### src/design/scd_pkg.sv
package scd_pkg;

   // default sweep length
   localparam int POSITIONS_DEFAULT = 32;

   // field widths
   localparam int READING_W  = 16;
   localparam int LIMIT_W    = 8;
   localparam int PWM_W      = 11;
   localparam int POS_OUT_W  = 5;
   localparam int PAN_OUT_W  = 17;
   localparam int CSR_IDX_W  = 2;
   localparam int CSR_DATA_W = 16;

   // pan pulse limits
   localparam int PAN_MAX    = 2000;
   localparam int PAN_SAT_HI = 65535;

   // register indexes
   localparam logic [CSR_IDX_W-1:0] CSR_THRESHOLD    = 2'd0;
   localparam logic [CSR_IDX_W-1:0] CSR_BREACH_LIMIT = 2'd1;
   localparam logic [CSR_IDX_W-1:0] CSR_CENTER_PWM   = 2'd2;
   localparam logic [CSR_IDX_W-1:0] CSR_STEP_PWM     = 2'd3;

   // register reset values
   localparam logic [READING_W-1:0] THRESHOLD_RESET    = 16'd100;
   localparam logic [LIMIT_W-1:0]   BREACH_LIMIT_RESET = 8'd3;
   localparam logic [PWM_W-1:0]     CENTER_PWM_RESET   = 11'd1500;
   localparam logic [PWM_W-1:0]     STEP_PWM_RESET     = 11'd10;

   // transaction held in the compare stage
   typedef struct packed {
      logic valid;
      logic kind;
      logic cmp;
   } stage_type;

endpackage

### src/design/scd_front.sv
module scd_front #(
   parameter int POSITIONS = scd_pkg::POSITIONS_DEFAULT
) (
   input  logic                             clock,
   input  logic                             reset,
   input  logic                             req_valid,
   output logic                             req_stall,
   input  logic                             req_kind,
   input  logic [scd_pkg::READING_W-1:0]    req_reading,
   input  logic [scd_pkg::PWM_W-1:0]        step_pwm,
   input  logic                             advance,
   output scd_pkg::stage_type               stage,
   output logic [scd_pkg::READING_W-1:0]    stage_reading,
   output logic [scd_pkg::READING_W-1:0]    stage_prev,
   output logic [$clog2(POSITIONS)-1:0]     stage_pos,
   output logic [scd_pkg::PWM_W+$clog2(POSITIONS)-1:0] stage_prod
);

   localparam int POS_W  = $clog2(POSITIONS);
   localparam int PROD_W = scd_pkg::PWM_W + POS_W;
   localparam logic [POS_W-1:0] LAST_POS = POS_W'(POSITIONS - 1);

   logic [scd_pkg::READING_W-1:0] mem [POSITIONS];

   logic [POS_W-1:0]  pos_ff, pos_in;
   logic              refv_ff, refv_in;
   logic              accept;
   logic              s1_valid_ff, s1_valid_in;
   logic              s1_kind_ff;
   logic              s1_cmp_ff;
   logic [scd_pkg::READING_W-1:0] s1_reading_ff;
   logic [scd_pkg::READING_W-1:0] s1_prev_ff;
   logic [POS_W-1:0]  s1_pos_ff;
   logic [PROD_W-1:0] s1_prod_ff;

   // stage is blocked only when the result register is full and held
   assign req_stall = s1_valid_ff && !advance;
   assign accept    = req_valid && !req_stall;

   // sweep position runs ahead of detection; after a detection every reading
   // is ignored until a restart, which clears this state anyway
   always_comb begin
      pos_in  = pos_ff;
      refv_in = refv_ff;
      if (accept) begin
         if (req_kind) begin
            pos_in  = '0;
            refv_in = 1'b0;
         end else if (pos_ff == LAST_POS) begin
            pos_in  = '0;
            refv_in = 1'b1;
         end else begin
            pos_in = pos_ff + POS_W'(1);
         end
      end
   end

   always_comb begin
      s1_valid_in = s1_valid_ff;
      if (accept) begin
         s1_valid_in = 1'b1;
      end else if (advance) begin
         s1_valid_in = 1'b0;
      end
   end

   always_ff @(posedge clock) begin
      if (reset) begin
         pos_ff      <= '0;
         refv_ff     <= 1'b0;
         s1_valid_ff <= 1'b0;
      end else begin
         pos_ff      <= pos_in;
         refv_ff     <= refv_in;
         s1_valid_ff <= s1_valid_in;
      end
   end

   // reference store: read old value and write new reading in the same cycle;
   // two transactions at one position are a full sweep apart, so no forwarding
   always_ff @(posedge clock) begin
      if (accept && !req_kind) begin
         mem[pos_ff] <= req_reading;
      end
      if (accept) begin
         s1_prev_ff <= mem[pos_ff];
      end
   end

   // compare stage payload
   always_ff @(posedge clock) begin
      if (accept) begin
         s1_kind_ff    <= req_kind;
         s1_cmp_ff     <= refv_ff;
         s1_reading_ff <= req_reading;
         s1_pos_ff     <= pos_ff;
         s1_prod_ff    <= PROD_W'(step_pwm) * PROD_W'(pos_ff);
      end
   end

   assign stage.valid   = s1_valid_ff;
   assign stage.kind    = s1_kind_ff;
   assign stage.cmp     = s1_cmp_ff;
   assign stage_reading = s1_reading_ff;
   assign stage_prev    = s1_prev_ff;
   assign stage_pos     = s1_pos_ff;
   assign stage_prod    = s1_prod_ff;

endmodule

### src/design/scd_eval.sv
module scd_eval #(
   parameter int POSITIONS = scd_pkg::POSITIONS_DEFAULT
) (
   input  logic                                 clock,
   input  logic                                 reset,
   input  scd_pkg::stage_type                   stage,
   input  logic [scd_pkg::READING_W-1:0]        stage_reading,
   input  logic [scd_pkg::READING_W-1:0]        stage_prev,
   input  logic [$clog2(POSITIONS)-1:0]         stage_pos,
   input  logic [scd_pkg::PWM_W+$clog2(POSITIONS)-1:0] stage_prod,
   input  logic [scd_pkg::READING_W-1:0]        threshold,
   input  logic [scd_pkg::LIMIT_W-1:0]          breach_limit,
   input  logic [scd_pkg::PWM_W-1:0]            center_pwm,
   input  logic [scd_pkg::PWM_W-1:0]            step_pwm,
   output logic                                 advance,
   output logic                                 rsp_valid,
   input  logic                                 rsp_stall,
   output logic [scd_pkg::POS_OUT_W-1:0]        rsp_position,
   output logic signed [scd_pkg::PAN_OUT_W-1:0] rsp_pan_pwm,
   output logic                                 rsp_pan_out_of_range,
   output logic                                 rsp_compared,
   output logic [scd_pkg::READING_W-1:0]        rsp_difference,
   output logic [scd_pkg::LIMIT_W-1:0]          rsp_breach_run,
   output logic                                 rsp_detected,
   output logic                                 rsp_sweep_end
);

   localparam int POS_W  = $clog2(POSITIONS);
   localparam int SPAN_W = scd_pkg::PWM_W + $clog2(POSITIONS + 1);
   localparam int PAN_W  = (SPAN_W + 2 > 18) ? SPAN_W + 2 : 18;
   localparam logic [POS_W-1:0] LAST_POS = POS_W'(POSITIONS - 1);
   localparam logic signed [PAN_W-1:0] SAT_HI  = PAN_W'(scd_pkg::PAN_SAT_HI);
   localparam logic signed [PAN_W-1:0] SAT_LO  = -SAT_HI - PAN_W'(1);
   localparam logic signed [PAN_W-1:0] PAN_TOP = PAN_W'(scd_pkg::PAN_MAX);
   localparam logic [scd_pkg::LIMIT_W-1:0] RUN_MAX = '1;

   logic [SPAN_W-1:0]  half_span;
   logic signed [PAN_W-1:0] pan, pan_sat;
   logic [scd_pkg::READING_W-1:0] diff_abs;
   logic [scd_pkg::LIMIT_W-1:0]   run_inc;
   logic               out_free;
   logic               last;

   logic [scd_pkg::LIMIT_W-1:0] breach_ff, breach_in;
   logic                        detect_ff, detect_in;

   logic                                 rsp_valid_ff, rsp_valid_in;
   logic [scd_pkg::POS_OUT_W-1:0]        rsp_position_ff, rsp_position_in;
   logic signed [scd_pkg::PAN_OUT_W-1:0] rsp_pan_pwm_ff, rsp_pan_pwm_in;
   logic                                 rsp_range_ff, rsp_range_in;
   logic                                 rsp_compared_ff, rsp_compared_in;
   logic [scd_pkg::READING_W-1:0]        rsp_diff_ff, rsp_diff_in;
   logic [scd_pkg::LIMIT_W-1:0]          rsp_run_ff, rsp_run_in;
   logic                                 rsp_detected_ff, rsp_detected_in;
   logic                                 rsp_end_ff, rsp_end_in;

   // result register frees up when empty or being taken
   assign out_free = !rsp_valid_ff || !rsp_stall;
   assign advance  = stage.valid && out_free;

   // pan pulse: center + step * pos - floor(step * positions / 2)
   assign half_span = (SPAN_W'(step_pwm) * SPAN_W'(POSITIONS)) >> 1;
   assign pan = $signed(PAN_W'(center_pwm)) + $signed(PAN_W'(stage_prod))
              - $signed(PAN_W'(half_span));

   always_comb begin
      if (pan > SAT_HI) begin
         pan_sat = SAT_HI;
      end else if (pan < SAT_LO) begin
         pan_sat = SAT_LO;
      end else begin
         pan_sat = pan;
      end
   end

   // absolute difference and saturating run increment
   assign diff_abs = (stage_reading >= stage_prev) ? stage_reading - stage_prev
                                                   : stage_prev - stage_reading;
   assign run_inc  = (breach_ff == RUN_MAX) ? breach_ff
                                            : breach_ff + scd_pkg::LIMIT_W'(1);
   assign last     = (stage_pos == LAST_POS);

   // compare, breach run and detection latch
   always_comb begin
      breach_in       = breach_ff;
      detect_in       = detect_ff;
      rsp_position_in = '0;
      rsp_pan_pwm_in  = '0;
      rsp_range_in    = 1'b0;
      rsp_compared_in = 1'b0;
      rsp_diff_in     = '0;
      rsp_run_in      = '0;
      rsp_detected_in = 1'b0;
      rsp_end_in      = 1'b0;
      if (stage.kind) begin
         // restart
         breach_in = '0;
         detect_in = 1'b0;
      end else if (detect_ff) begin
         // ignored after detection
         rsp_run_in      = breach_ff;
         rsp_detected_in = 1'b1;
      end else begin
         if (stage.cmp) begin
            rsp_diff_in = diff_abs;
            breach_in   = (diff_abs > threshold) ? run_inc : '0;
         end
         detect_in       = (breach_in >= breach_limit);
         rsp_position_in = scd_pkg::POS_OUT_W'(stage_pos);
         rsp_pan_pwm_in  = scd_pkg::PAN_OUT_W'(pan_sat);
         rsp_range_in    = (pan < $signed(PAN_W'(0))) || (pan > PAN_TOP);
         rsp_compared_in = stage.cmp;
         rsp_run_in      = breach_in;
         rsp_detected_in = detect_in;
         rsp_end_in      = last;
         // an undetected run restarts with every sweep
         if (!detect_in && last) begin
            breach_in = '0;
         end
      end
   end

   always_comb begin
      rsp_valid_in = rsp_valid_ff;
      if (advance) begin
         rsp_valid_in = 1'b1;
      end else if (rsp_valid_ff && !rsp_stall) begin
         rsp_valid_in = 1'b0;
      end
   end

   always_ff @(posedge clock) begin
      if (reset) begin
         breach_ff    <= '0;
         detect_ff    <= 1'b0;
         rsp_valid_ff <= 1'b0;
      end else begin
         rsp_valid_ff <= rsp_valid_in;
         if (advance) begin
            breach_ff <= breach_in;
            detect_ff <= detect_in;
         end
      end
   end

   // result payload
   always_ff @(posedge clock) begin
      if (advance) begin
         rsp_position_ff <= rsp_position_in;
         rsp_pan_pwm_ff  <= rsp_pan_pwm_in;
         rsp_range_ff    <= rsp_range_in;
         rsp_compared_ff <= rsp_compared_in;
         rsp_diff_ff     <= rsp_diff_in;
         rsp_run_ff      <= rsp_run_in;
         rsp_detected_ff <= rsp_detected_in;
         rsp_end_ff      <= rsp_end_in;
      end
   end

   assign rsp_valid            = rsp_valid_ff;
   assign rsp_position         = rsp_position_ff;
   assign rsp_pan_pwm          = rsp_pan_pwm_ff;
   assign rsp_pan_out_of_range = rsp_range_ff;
   assign rsp_compared         = rsp_compared_ff;
   assign rsp_difference       = rsp_diff_ff;
   assign rsp_breach_run       = rsp_run_ff;
   assign rsp_detected         = rsp_detected_ff;
   assign rsp_sweep_end        = rsp_end_ff;

endmodule

### src/design/scan_change_detector_top.sv
// channel   | ports                                     | direction
// ----------+-------------------------------------------+----------
// request   | req_valid, req_stall, req_kind, req_reading | in
// response  | rsp_valid, rsp_stall, rsp_position .. rsp_sweep_end | out
// csr       | csr_write, csr_index, csr_data            | in
//
// one transaction per cycle sustained while rsp_stall is low; from request
// accept to response valid it passes the reference store read, then the compare stage
// the single-port reference store read and write at accept set the rate
// reset is synchronous and clears counters, flags, valids and configuration registers;
// the reference store is not cleared, a sweep is stored before it is read
// response stall holds the result register and backs up into req_stall
module scan_change_detector_top #(
   parameter int POSITIONS = scd_pkg::POSITIONS_DEFAULT
) (
   input  logic                                 clock,
   input  logic                                 reset,
   input  logic                                 req_valid,
   output logic                                 req_stall,
   input  logic                                 req_kind,
   input  logic [scd_pkg::READING_W-1:0]        req_reading,
   output logic                                 rsp_valid,
   input  logic                                 rsp_stall,
   output logic [scd_pkg::POS_OUT_W-1:0]        rsp_position,
   output logic signed [scd_pkg::PAN_OUT_W-1:0] rsp_pan_pwm,
   output logic                                 rsp_pan_out_of_range,
   output logic                                 rsp_compared,
   output logic [scd_pkg::READING_W-1:0]        rsp_difference,
   output logic [scd_pkg::LIMIT_W-1:0]          rsp_breach_run,
   output logic                                 rsp_detected,
   output logic                                 rsp_sweep_end,
   input  logic                                 csr_write,
   input  logic [scd_pkg::CSR_IDX_W-1:0]        csr_index,
   input  logic [scd_pkg::CSR_DATA_W-1:0]       csr_data
);

   localparam int POS_W  = $clog2(POSITIONS);
   localparam int PROD_W = scd_pkg::PWM_W + POS_W;

   logic [scd_pkg::READING_W-1:0] threshold_ff;
   logic [scd_pkg::LIMIT_W-1:0]   breach_limit_ff;
   logic [scd_pkg::PWM_W-1:0]     center_pwm_ff;
   logic [scd_pkg::PWM_W-1:0]     step_pwm_ff;

   scd_pkg::stage_type            stage;
   logic [scd_pkg::READING_W-1:0] stage_reading;
   logic [scd_pkg::READING_W-1:0] stage_prev;
   logic [POS_W-1:0]              stage_pos;
   logic [PROD_W-1:0]             stage_prod;
   logic                          advance;

   // configuration registers
   always_ff @(posedge clock) begin
      if (reset) begin
         threshold_ff    <= scd_pkg::THRESHOLD_RESET;
         breach_limit_ff <= scd_pkg::BREACH_LIMIT_RESET;
         center_pwm_ff   <= scd_pkg::CENTER_PWM_RESET;
         step_pwm_ff     <= scd_pkg::STEP_PWM_RESET;
      end else if (csr_write) begin
         case (csr_index)
            scd_pkg::CSR_THRESHOLD: begin
               threshold_ff <= csr_data;
            end
            scd_pkg::CSR_BREACH_LIMIT: begin
               breach_limit_ff <= csr_data[scd_pkg::LIMIT_W-1:0];
            end
            scd_pkg::CSR_CENTER_PWM: begin
               center_pwm_ff <= csr_data[scd_pkg::PWM_W-1:0];
            end
            scd_pkg::CSR_STEP_PWM: begin
               step_pwm_ff <= csr_data[scd_pkg::PWM_W-1:0];
            end
            default: begin
            end
         endcase
      end
   end

   // position tracking and reference store
   scd_front #(
      .POSITIONS (POSITIONS)
   ) u_front (
      .clock         (clock),
      .reset         (reset),
      .req_valid     (req_valid),
      .req_stall     (req_stall),
      .req_kind      (req_kind),
      .req_reading   (req_reading),
      .step_pwm      (step_pwm_ff),
      .advance       (advance),
      .stage         (stage),
      .stage_reading (stage_reading),
      .stage_prev    (stage_prev),
      .stage_pos     (stage_pos),
      .stage_prod    (stage_prod)
   );

   // compare, detection and result register
   scd_eval #(
      .POSITIONS (POSITIONS)
   ) u_eval (
      .clock                (clock),
      .reset                (reset),
      .stage                (stage),
      .stage_reading        (stage_reading),
      .stage_prev           (stage_prev),
      .stage_pos            (stage_pos),
      .stage_prod           (stage_prod),
      .threshold            (threshold_ff),
      .breach_limit         (breach_limit_ff),
      .center_pwm           (center_pwm_ff),
      .step_pwm             (step_pwm_ff),
      .advance              (advance),
      .rsp_valid            (rsp_valid),
      .rsp_stall            (rsp_stall),
      .rsp_position         (rsp_position),
      .rsp_pan_pwm          (rsp_pan_pwm),
      .rsp_pan_out_of_range (rsp_pan_out_of_range),
      .rsp_compared         (rsp_compared),
      .rsp_difference       (rsp_difference),
      .rsp_breach_run       (rsp_breach_run),
      .rsp_detected         (rsp_detected),
      .rsp_sweep_end        (rsp_sweep_end)
   );

   // request side only backs up behind a held response
   assert property (@(posedge clock) disable iff (reset)
      req_stall |-> (rsp_valid && rsp_stall))
      else $error("request stalled while response register free");

   // an undetected nonzero run stays below the limit
   assert property (@(posedge clock) disable iff (reset)
      (rsp_valid && !rsp_detected && (rsp_breach_run != '0))
         |-> (rsp_breach_run < breach_limit_ff))
      else $error("breach run reached limit without detection");

   // sweep end only on the last position
   assert property (@(posedge clock) disable iff (reset)
      (rsp_valid && rsp_sweep_end)
         |-> (rsp_position == scd_pkg::POS_OUT_W'(POSITIONS - 1)))
      else $error("sweep end on wrong position");

   // a reading shows a difference only when compared
   assert property (@(posedge clock) disable iff (reset)
      (rsp_valid && !rsp_compared) |-> (rsp_difference == '0))
      else $error("difference reported without a reference");

endmodule
### config.mk
export PLATFORM = sky130hd
export DESIGN_NAME = scan_change_detector_top
export DESIGN_NICKNAME = d
export VERILOG_FILES = /design/src/design/scd_pkg.sv /design/src/design/scd_front.sv /design/src/design/scd_eval.sv /design/src/design/scan_change_detector_top.sv
export SDC_FILE = /design/constraint.sdc
export NUM_CORES = 1
export LEC_CHECK = 0
export BUFFER_PORTS_ARGS = -buffer_cell sky130_fd_sc_hd__buf_2
export CAP_MARGIN = 20
export CORE_UTILIZATION = 62
export CTS_CLUSTER_SIZE = 20
export DETAILED_ROUTE_END_ITERATION = 6
export PLACE_DENSITY = 0.79
export SLEW_MARGIN = 20
export SYNTH_ARGS = -nofsm -noshare
export SYNTH_HDL_FRONTEND = slang
export SYNTH_HIERARCHICAL = 1
export SYNTH_SLANG_ARGS = --single-unit
export TNS_END_PERCENT = 20
### constraint.sdc
create_clock -name clock -period 8.9 [get_ports clock]
set_input_delay 1.335 -clock clock [delete_from_list [all_inputs] [get_ports clock]]
set_output_delay 1.335 -clock clock [all_outputs]
set_load 0.05 [all_outputs]
==> results of run 1 <==
==> layout make-up <==
type / instances / share of cell area, %
flip-flops and latches: 680 / 57.5
clock inverters: 31 / 0.986
diodes: 2 / 0.0145
repair buffers: 129 / 2.19
inverters: 146 / 1.59
multi-input cells: 1077 / 29.8
clock buffers: 90 / 5.43
well taps: 664 / 2.41
==> registers in the layout, summed over array words and instances, names as in the netlist, 8 cells and up <==
| name | flops |
|---|---|
| u_front/mem | 512 |
| u_eval/rsp_pan_pwm | 17 |
| threshold_ff | 16 |
| u_eval/rsp_difference | 16 |
| u_front/stage_prev | 16 |
| u_front/stage_prod | 16 |
| u_front/stage_reading | 16 |
| center_pwm_ff | 11 |
| step_pwm_ff | 11 |
| breach_limit_ff | 8 |
| u_eval/breach_ff | 8 |
| u_eval/rsp_breach_run | 8 |
==> worst max-delay path: stages (launching register included) <==
cell and delay, ns:
edfxtp_1 0.41, inv_1 0.08, ha_1 0.17, inv_1 0.06, fa_1 0.38, nand3_1 0.13
a31oi_1 0.14, o21a_1 0.25, o21ai_4 0.49, mux2i_1 0.30, xor2_1 0.28, ha_1 0.30
a21o_1 0.18, a21o_1 0.18, a21oi_1 0.17, o21a_1 0.15, o2111ai_1 0.20, nand2_1 0.47
nor2_1 0.11, ha_1 0.29, a21o_1 0.16, a21o_1 0.17, a211oi_1 0.22, o21ai_0 0.19
a21oi_1 0.61, o41ai_1 0.16
==> per-layer routing <==
metal | global-route usage [%] | part of all wire, % | vias up
met5 | 0 | 0 | -
met4 | 11.9 | 3.4 | 0
met3 | 6.04 | 8.5 | 137
met2 | 48.4 | 50 | 884
met1 | 36.6 | 38 | 9019
li1 | - | - | 7819
==> logic make-up (layout without fill, tap and decap cells) <==
family | count (synthesis) | count (layout) | share of synthesized area (%)
flops | 680 | 680 | 64.0
other cells | 0 | 2 | 0
compound gates | 282 | 282 | 6.29
mux | 194 | 194 | 11.5
xor+xnor | 38 | 38 | 1.08
simple gates | 418 | 418 | 7.04
fa+ha+maj | 145 | 145 | 6.74
buf+inv | 240 | 396 | 3.41
==> metrics by stage <==
step	std cells	power [W]	hold WS [ns]	cell area (µm²)
2_1_floorplan	1997	0.00413	0.403	30900
3_3_place_gp	2696	0.00428	0.420	32200
3_5_place_dp	2696	0.00430	0.427	32200
4_1_cts	2817	0.00713	0.444	34400
5_1_grt	2818	0.00731	0.458	34400
6_report	2819	0.00709	0.443	34400
==> power groups by stage <==
stage / logic [W] / registers [W] / clock network [W]
floorplan: 0.000442 / 0.00369 / 0
global placement: 0.000651 / 0.00363 / 0
detailed placement: 0.000667 / 0.00364 / 0
CTS: 0.000673 / 0.00357 / 0.00289
global route: 0.000735 / 0.00357 / 0.00300
finish: 0.000673 / 0.00357 / 0.00285
==> final timing paths <==
kind	to	slack [ns]	depth (start not counted)
max	u_eval/breach_ff[3]	2.52	25
min	u_front/s1_cmp_ff	0.44	0
max reg2reg	u_eval/breach_ff[3]	2.52	25
min reg2reg	u_front/s1_cmp_ff	0.44	0
==> cells in the final DEF (no fill, tap or decap), types with 7 or more instances in the layout <==
cell type  count
edfxtp_1     617
inv_1        145
mux4_2       128
ha_1         109
nand2_1       97
buf_2         91
nor2_1        74
clkbuf_16     70
a21oi_1       68
a22oi_1       64
mux2i_1       63
nand2b_1      61
dfxtp_1       61
and2_1        40
buf_4         37
fa_1          36
o21ai_0       35
xnor2_1       27
nand4_1       27
a21o_1        22
nor3_2        20
nor3_1        18
clkbuf_1      16
nand3_1       13
clkinv_1      11
xor2_1        11
nand3b_1      10
nor2b_1       10
and3_1         9
o21ai_1        9
o21a_1         8
or3_1          8
a211oi_1       7
o31ai_1        7
==> results_dict.tcl, run 1 <==
set metrics [dict create \
    place_congestion 0.898 \
    synth_top_area_share_pct 59.9 \
    first_pass_iters 6 \
    cts.clk_slew.worst_paths_ns 0.06 \
    die-area_mm2 0.0508 \
    syn_nets 2182 \
    startpoint_type "register" \
    numCtsBuffers 69 \
    setup_tns_ns 0 \
    via_per_inst 6.34 \
    postCtsSetupRepairBufs 0 \
    p_leak_nw 12.2 \
    initial_core_util_pct 63.1 \
    critical_path_class "register to register" \
    drc 0 \
    yosysSeqAreaShare_pct 64.0 \
    fin_ws_ns 2.52 \
    fp-row-count 81 \
    min_period_ns 6.38 \
    hold_violations 0 \
    cp-end-kind "register" \
    cp_max_fo 15 \
    hp-start "u_front/refv_ff" \
    yosys-top-cells-area "edfxtp_1 (60%), mux4_2 (9.3%), ha_1 (4.4%), dfxtp_1 (4.1%), fa_1 (2.3%)" \
    io_buffers 91 \
    grt_pass1_vias 17900 \
    clockRootBuffer "clkbuf_16" \
    synth_edf_count 617 \
    track_usage_pct 28.8 \
    post-route-period-util_pct 71.7 \
    synth_common_cells "edfxtp_1 (617), inv_1 (145), mux4_2 (128)" \
    synthDistinctLibCells 80 \
    utilization_pct 70.1 \
    finalMaxSlewViolations 0 \
    status "finished, final reports clean" \
    cts_tree "yes" \
    htreeDepth 3 \
    fin_skew_ns 0.0312 \
    antenna_found_initial 1 \
    fp.dieH_um 225 \
    multi_input_area_mm2 0.0103 \
    routedWlPerCell_um 25.4 \
    drtIter0Drc 1918 \
    avgSynthCellArea_um2 15.5 \
    irDropWorstVdd_uv 245 \
    grt_start_max_net_pins 122 \
    hp-class "register to register" \
    area.sequential_mm2 0.0198 \
    setup_viol 0 \
    pre_cts_slack_ns 2.67 \
    clock_sinks 680 \
    intPower_w 0.00542 \
    clk_path_buf_depth 3 \
    routed_wl_um 71500 \
    setup.worst_path.start "u_front/stage_reading[0]" \
    die-width_um 225 \
    synthFlopType "edfxtp_1" \
    core_area_mm2 0.0491 \
    fillers 3189 \
    max_cap_viol_count 0 \
    grt_overflow_total 0 \
    rsz0062_at_grt "no" \
    grt_pass1_wl_um 107000 \
    tightest_slew_ns 1.08 \
    drtAntennaViolNets 0 \
    synth_area_mm2 0.0309 \
    cts_resized 0 \
    postCtsHoldBufs 0 \
    io_pins 92 \
    p_sw_share_pct 23.5 \
    synth_cells 1997 \
    drive_above_1_share_pct 18.8 \
    r2r_start "u_front/stage_reading[0]" \
    required_ns 9.36 \
    switchingPower_w 0.00167 \
    comb_power_share_pct 9.5 \
    dr_total_vias 17900 \
    num-nets-final 2288 \
    clkPwrFrac_pct 40.2 \
    clk_latency_ns 0.63 \
    synth-seq-cells 680 \
    hpwl_um 43700 \
    async_flop_share_pct 0 \
    p_per_area_mw_per_mm2 206 \
    max_freq_mhz 157 \
    yosysTopAreaCell "edfxtp_1" \
    yosys_warnings 6 \
    relSlewSlack_pct 28.1 \
    area_growth_pct 11.2 \
    seqPwrFrac_pct 50.3 \
    yosysMostFrequentCell "edfxtp_1" \
    cp.arrival_ns 6.84 \
]
Note: power is estimated with default switching activity, not from simulation.
==> inputs of run 2 (changes only) <==
==> constraint.sdc (replaced) <==
create_clock -name clock -period 6.2 [get_ports clock]
set_input_delay 0.93 -clock clock [delete_from_list [all_inputs] [get_ports clock]]
set_output_delay 0.93 -clock clock [all_outputs]
set_load 0.05 [all_outputs]
==> results_dict.tcl, run 2 (synthesized netlist as in run 1, its figures left out) <==
set metrics [dict create \
    setup_viol 0 \
    first_pass_iters 7 \
    clockRootBuffer "clkbuf_16" \
    grt_pass1_wl_um 106000 \
    max_freq_mhz 176 \
    p_sw_share_pct 23.5 \
    hp-class "register to register" \
    diodes 0 \
    relSlewSlack_pct 35.8 \
    final_cell_mix "edfxtp_1 (617), inv_1 (145), mux4_2 (128), ha_1 (109), nand2_1 (97)" \
    critical_path_class "register to register" \
    startpoint_type "register" \
    cp-end-kind "register" \
    finalHoldWorstSlack_ns 0.444 \
    area_growth_pct 11.7 \
    die-area_mm2 0.0508 \
    cpMaxStageDelayCell "edfxtp_1" \
    clk_path_buf_depth 3 \
    tightest_slew_ns 0.963 \
    htreeDepth 3 \
    hpwl_um 43200 \
    drive_above_1_share_pct 19.8 \
    postCtsHoldBufs 0 \
    cts_resized 0 \
    fillers 3090 \
    p_per_area_mw_per_mm2 300 \
    grt_overflow_total 0 \
    cts_tree "yes" \
    min_period_ns 5.67 \
    drtAntennaViolNets 0 \
    drtIter0Drc 1770 \
    numCtsBuffers 69 \
    crit_buf_inv 5 \
    required_ns 6.68 \
    fp.dieH_um 225 \
    routed_wl_um 70300 \
    violations "DRC" \
    cp.arrival_ns 6.15 \
    cp_slowest_stage_delay_ns 0.39 \
    largest_reg_flops 512 \
    grt_pass1_vias 17900 \
    cp_max_fo 15 \
    finalMaxSlewViolations 0 \
    routedWlPerCell_um 24.8 \
    comb_power_share_pct 9.3 \
    rsz0062_at_grt "no" \
    track_usage_pct 28.5 \
    switchingPower_w 0.00243 \
    drc 1 \
    intPower_w 0.00793 \
    num-nets-final 2299 \
    place_congestion 0.874 \
    antenna_found_initial 3 \
    postCtsSetupRepairBufs 0 \
    clock_sinks 680 \
    setup_tns_ns 0 \
    final_common_cell "edfxtp_1" \
    fin_skew_ns 0.0214 \
    irDropWorstVdd_uv 298 \
    initial_core_util_pct 63.1 \
    top_register "u_front/mem" \
    cts.clk_slew.worst_paths_ns 0.06 \
    hold_violations 0 \
    dr_total_vias 17800 \
    p_leak_nw 12.3 \
    via_per_inst 6.29 \
    clkPwrFrac_pct 41.3 \
    seqPwrFrac_pct 49.5 \
    core_area_mm2 0.0491 \
    die-width_um 225 \
    status "finished with violations" \
    post-route-period-util_pct 91.5 \
    critPathTopFamily "compound AO/OA/AOI/OAI gates" \
    clk_latency_ns 0.63 \
    io_buffers 91 \
    power.total_w 0.0104 \
    grt_start_max_net_pins 84 \
    max_cap_viol_count 0 \
    fp-row-count 81 \
    io_pins 92 \
]
[run 2: changes by cell type in the layout (fill, tap and decap cells not counted), sizes merged]
cell and change:
buf +11, clkbuf -6, clkinv +4, bufinv +3, diode -2, inv +2
clkinvlp +1
[run 2: final cells by class]
type	count	area, µm²	area share, %
flip-flops and latches	680	19800	57.3
multi-input cells	1077	10200	29.6
clock buffers	84	1850	5.35
repair buffers	140	836	2.42
well taps	664	831	2.40
inverters	146	548	1.59
clock inverters	41	479	1.39
[run 2: final timing paths]
kind / slack [ns] / start / cells past startpoint / end
worst max-delay path: 0.53 / u_front/stage_reading[0] / 27 / u_eval/breach_ff[4]
worst min register to register: 0.44 / u_front/refv_ff / 0 / u_front/s1_cmp_ff
worst max register to register: 0.53 / u_front/stage_reading[0] / 27 / u_eval/breach_ff[4]
worst min-delay path: 0.44 / u_front/refv_ff / 0 / u_front/s1_cmp_ff
[run 2: power groups by stage]
stage	clock [W]	combinational, W	sequential [W]
global placement	0	0.000924	0.00522
finish	0.00427	0.000960	0.00512
detailed placement	0	0.000950	0.00522
CTS	0.00432	0.000959	0.00513
floorplan	0	0.000633	0.00529
global route	0.00448	0.00105	0.00513
[run 2: worst register-to-register path, delay by kind of cell, from the launching register on]
kind | cells | cell delay (ns)
AO/OA/AOI/OAI | 13 | 2.47
buffers and inverters | 5 | 0.76
AND/OR/NAND/NOR | 4 | 0.46
multiplexers | 1 | 0.37
flip-flops | 1 | 0.39
adder cells (fa/ha/maj) | 4 | 1.11
[run 2: per-layer routing]
layer	vias up	track usage, %	share of wire, %
met3	191	5.53	7.8
met5	-	0	0.063
met2	829	46.9	50
li1	7855	-	-
met1	8929	36.8	38
met4	6	13.7	4.8
[run 2: stage by stage]
stage / cells / instance area [µm²] / worst slack, ns / util [%]
floorplan: 1997 / 30900 / 0.793 / -
global placement: 2707 / 32200 / 0.747 / 65.7
detailed placement: 2707 / 32200 / 0.538 / 65.7
CTS: 2832 / 34600 / 0.518 / 70.5
global route: 2832 / 34600 / 0.0407 / 70.5
finish: 2832 / 34600 / 0.527 / 70.5
==> inputs of run 3 (changes only) <==
--- a/config.mk
+++ b/config.mk
@@ -5,12 +5,14 @@
 export SDC_FILE = /design/constraint.sdc
 export NUM_CORES = 1
 export LEC_CHECK = 0
+export ABC_AREA = 1
+export ABC_CLOCK_PERIOD_IN_PS = 6200
 export BUFFER_PORTS_ARGS = -buffer_cell sky130_fd_sc_hd__buf_2
 export CAP_MARGIN = 20
-export CORE_UTILIZATION = 62
+export CORE_UTILIZATION = 63
 export CTS_CLUSTER_SIZE = 20
 export DETAILED_ROUTE_END_ITERATION = 6
-export PLACE_DENSITY = 0.79
+export PLACE_DENSITY = 0.8
 export SLEW_MARGIN = 20
 export SYNTH_ARGS = -nofsm -noshare
 export SYNTH_HDL_FRONTEND = slang
==> results_dict.tcl, run 3 <==
set metrics [dict create \
    synth_common_cells "nand2_1 (1425), edfxtp_1 (617), inv_1 (586)" \
    synthAdderAreaFrac_pct 6.06 \
    postCtsSetupRepairBufs 0 \
    synth_area_mm2 0.0344 \
    grt_start_max_net_pins 162 \
    hp-class "register to register" \
    setup_tns_ns 0 \
    tightest_slew_ns 1.06 \
    fp.dieH_um 236 \
    multi_input_area_mm2 0.0116 \
    cpMaxStageDelayCell "fa_1" \
    initial_core_util_pct 63.8 \
    status "finished, final reports clean" \
    drtAntennaViolNets 0 \
    drtIter0Drc 2422 \
    utilization_pct 69.8 \
    largest_reg_flops 512 \
    avgSynthCellArea_um2 9.12 \
    cp_max_fo 16 \
    yosys.area_share.simple_pct 23.5 \
    hp-start "u_front/refv_ff" \
    track_usage_pct 28.5 \
    drive_above_1_share_pct 8.23 \
    finalHoldWorstSlack_ns 0.440 \
    drc 0 \
    hold_violations 0 \
    synthFlopType "edfxtp_1" \
    first_pass_iters 6 \
    crit_path_frequent_cell "nand2_1" \
    setup_viol 0 \
    p_leak_nw 17.2 \
    num-nets-final 4032 \
    relSlewSlack_pct 29.4 \
    numCtsBuffers 70 \
    critical_path_class "register to register" \
    io_pins 92 \
    diodes 0 \
    crit_buf_inv 7 \
    grt_overflow_total 0 \
    fin_ws_ns 1.23 \
    cp_slowest_stage_delay_ns 0.42 \
    synthDistinctLibCells 48 \
    clockRootBuffer "clkbuf_16" \
    rsz0062_at_grt "no" \
    irDropWorstVdd_uv 317 \
    cp-end-kind "register" \
    finalMaxSlewViolations 0 \
    max_cap_viol_count 0 \
    r2r_start "u_front/stage_reading[0]" \
    startpoint_type "register" \
    max_freq_mhz 201 \
    syn_nets 3960 \
    synth-seq-cells 680 \
    synth_compound_area_share_pct 3.11 \
    synth_edf_count 617 \
    clk_latency_ns 0.63 \
    via_per_inst 5.39 \
    yosys_warnings 6 \
    post-route-period-util_pct 80.1 \
    yosysSeqAreaShare_pct 57.5 \
    pre_cts_slack_ns 1.26 \
    postCtsHoldBufs 0 \
    fp-row-count 85 \
    top_register "u_front/mem" \
    synth-xor-area-share_pct 0.840 \
    yosysTopAreaCell "edfxtp_1" \
    grt_pass1_vias 23400 \
    routedWlPerCell_um 17.0 \
    fin_skew_ns 0.0297 \
    cts.clk_slew.worst_paths_ns 0.06 \
    synth_top_family_by_area "simple AND/OR/NAND/NOR gates" \
    place_congestion 0.937 \
    required_ns 6.68 \
    area.sequential_mm2 0.0198 \
    cp.arrival_ns 5.45 \
    setup.worst_path.start "u_front/stage_reading[0]" \
    critPathTopFamily "simple AND/OR/NAND/NOR gates" \
    min_period_ns 4.97 \
    cts_tree "yes" \
    final_cell_mix "nand2_1 (1425), edfxtp_1 (617), inv_1 (584), nor2_1 (251), nand3_1 (205)" \
    fillers 3889 \
    clk_path_buf_depth 3 \
    synth_mux_area_share_pct 0 \
    core_area_mm2 0.0539 \
    clock_sinks 680 \
    htreeDepth 3 \
    grt_pass1_wl_um 123000 \
    io_buffers 91 \
    async_flop_share_pct 0 \
    routed_wl_um 78000 \
    die-area_mm2 0.0556 \
    synth_top_area_share_pct 53.8 \
    p_per_area_mw_per_mm2 282 \
    final_common_cell "nand2_1" \
    synth_cells 3775 \
    cts_resized 0 \
    antenna_found_initial 0 \
    yosys-top-cells-area "edfxtp_1 (54%), nand2_1 (16%), inv_1 (6.4%), ha_1 (4.0%), dfxtp_1 (3.7%)" \
    area_growth_pct 9.34 \
    dr_total_vias 24800 \
    yosysMostFrequentCell "nand2_1" \
    hpwl_um 48600 \
    die-width_um 236 \
]
## run 3: changes by cell type in the layout (fill, tap and decap cells not counted), sizes merged, moves of 15 or more
cell	before	now
and2	41	0
nand2b	61	0
nand2	98	1436
mux2i	63	0
inv	153	609
o21ai	46	82
nand3	14	210
a21o	22	2
xor2	11	26
a21oi	70	96
mux4	128	0
a22oi	64	1
xnor2	27	7
nor2	76	262
## run 3: area by class of cell
| cell class | instances | share of cell area, % |
|---|---|---|
| well taps | 696 | 2.31 |
| inverters | 607 | 6.14 |
| clock inverters | 31 | 0.865 |
| multi-input cells | 2352 | 30.9 |
| flip-flops and latches | 680 | 52.6 |
| clock buffers | 94 | 5.00 |
| repair buffers | 136 | 2.12 |
## run 3: power by group
part | internal, W | leakage, nW | switching [W]
combinational | 0.000403 | 10.0 | 0.00101
sequential | 0.00510 | 6.14 | 0.0000465
clock | 0.00232 | 1.08 | 0.00175
total | 0.00783 | 17.2 | 0.00280
## run 3: cells by family (layout without fill, tap and decap cells)
family,after synthesis,in the layout
adder cells (fa/ha/maj),145,145
buffers and inverters,743,868
XOR/XNOR,33,33
AND/OR/NAND/NOR,1978,1978
flip-flops,680,680
AO/OA/AOI/OAI,196,196
## run 3: stage by stage
| stage | power [W] | std cells | area (µm²) |
|---|---|---|---|
| detailed placement | 0.00664 | 4471 | 35400 |
| global placement | 0.00661 | 4471 | 35400 |
| finish | 0.0106 | 4596 | 37600 |
| CTS | 0.0107 | 4596 | 37600 |
| global route | 0.0110 | 4596 | 37600 |
| floorplan | 0.00627 | 3775 | 34400 |
## run 3: routing by layer
metal,global-route usage (%),share of wire (%)
met5,0,0
met4,14.5,4.6
met3,3.75,7.7
met2,46.5,48
met1,37.7,40
## run 3: final timing paths
path	to	slack, ns	cells past startpoint
min	u_front/s1_cmp_ff	0.44	0
max reg2reg	u_eval/breach_ff[6]	1.23	36
max	u_eval/breach_ff[6]	1.23	36
min reg2reg	u_front/s1_cmp_ff	0.44	0
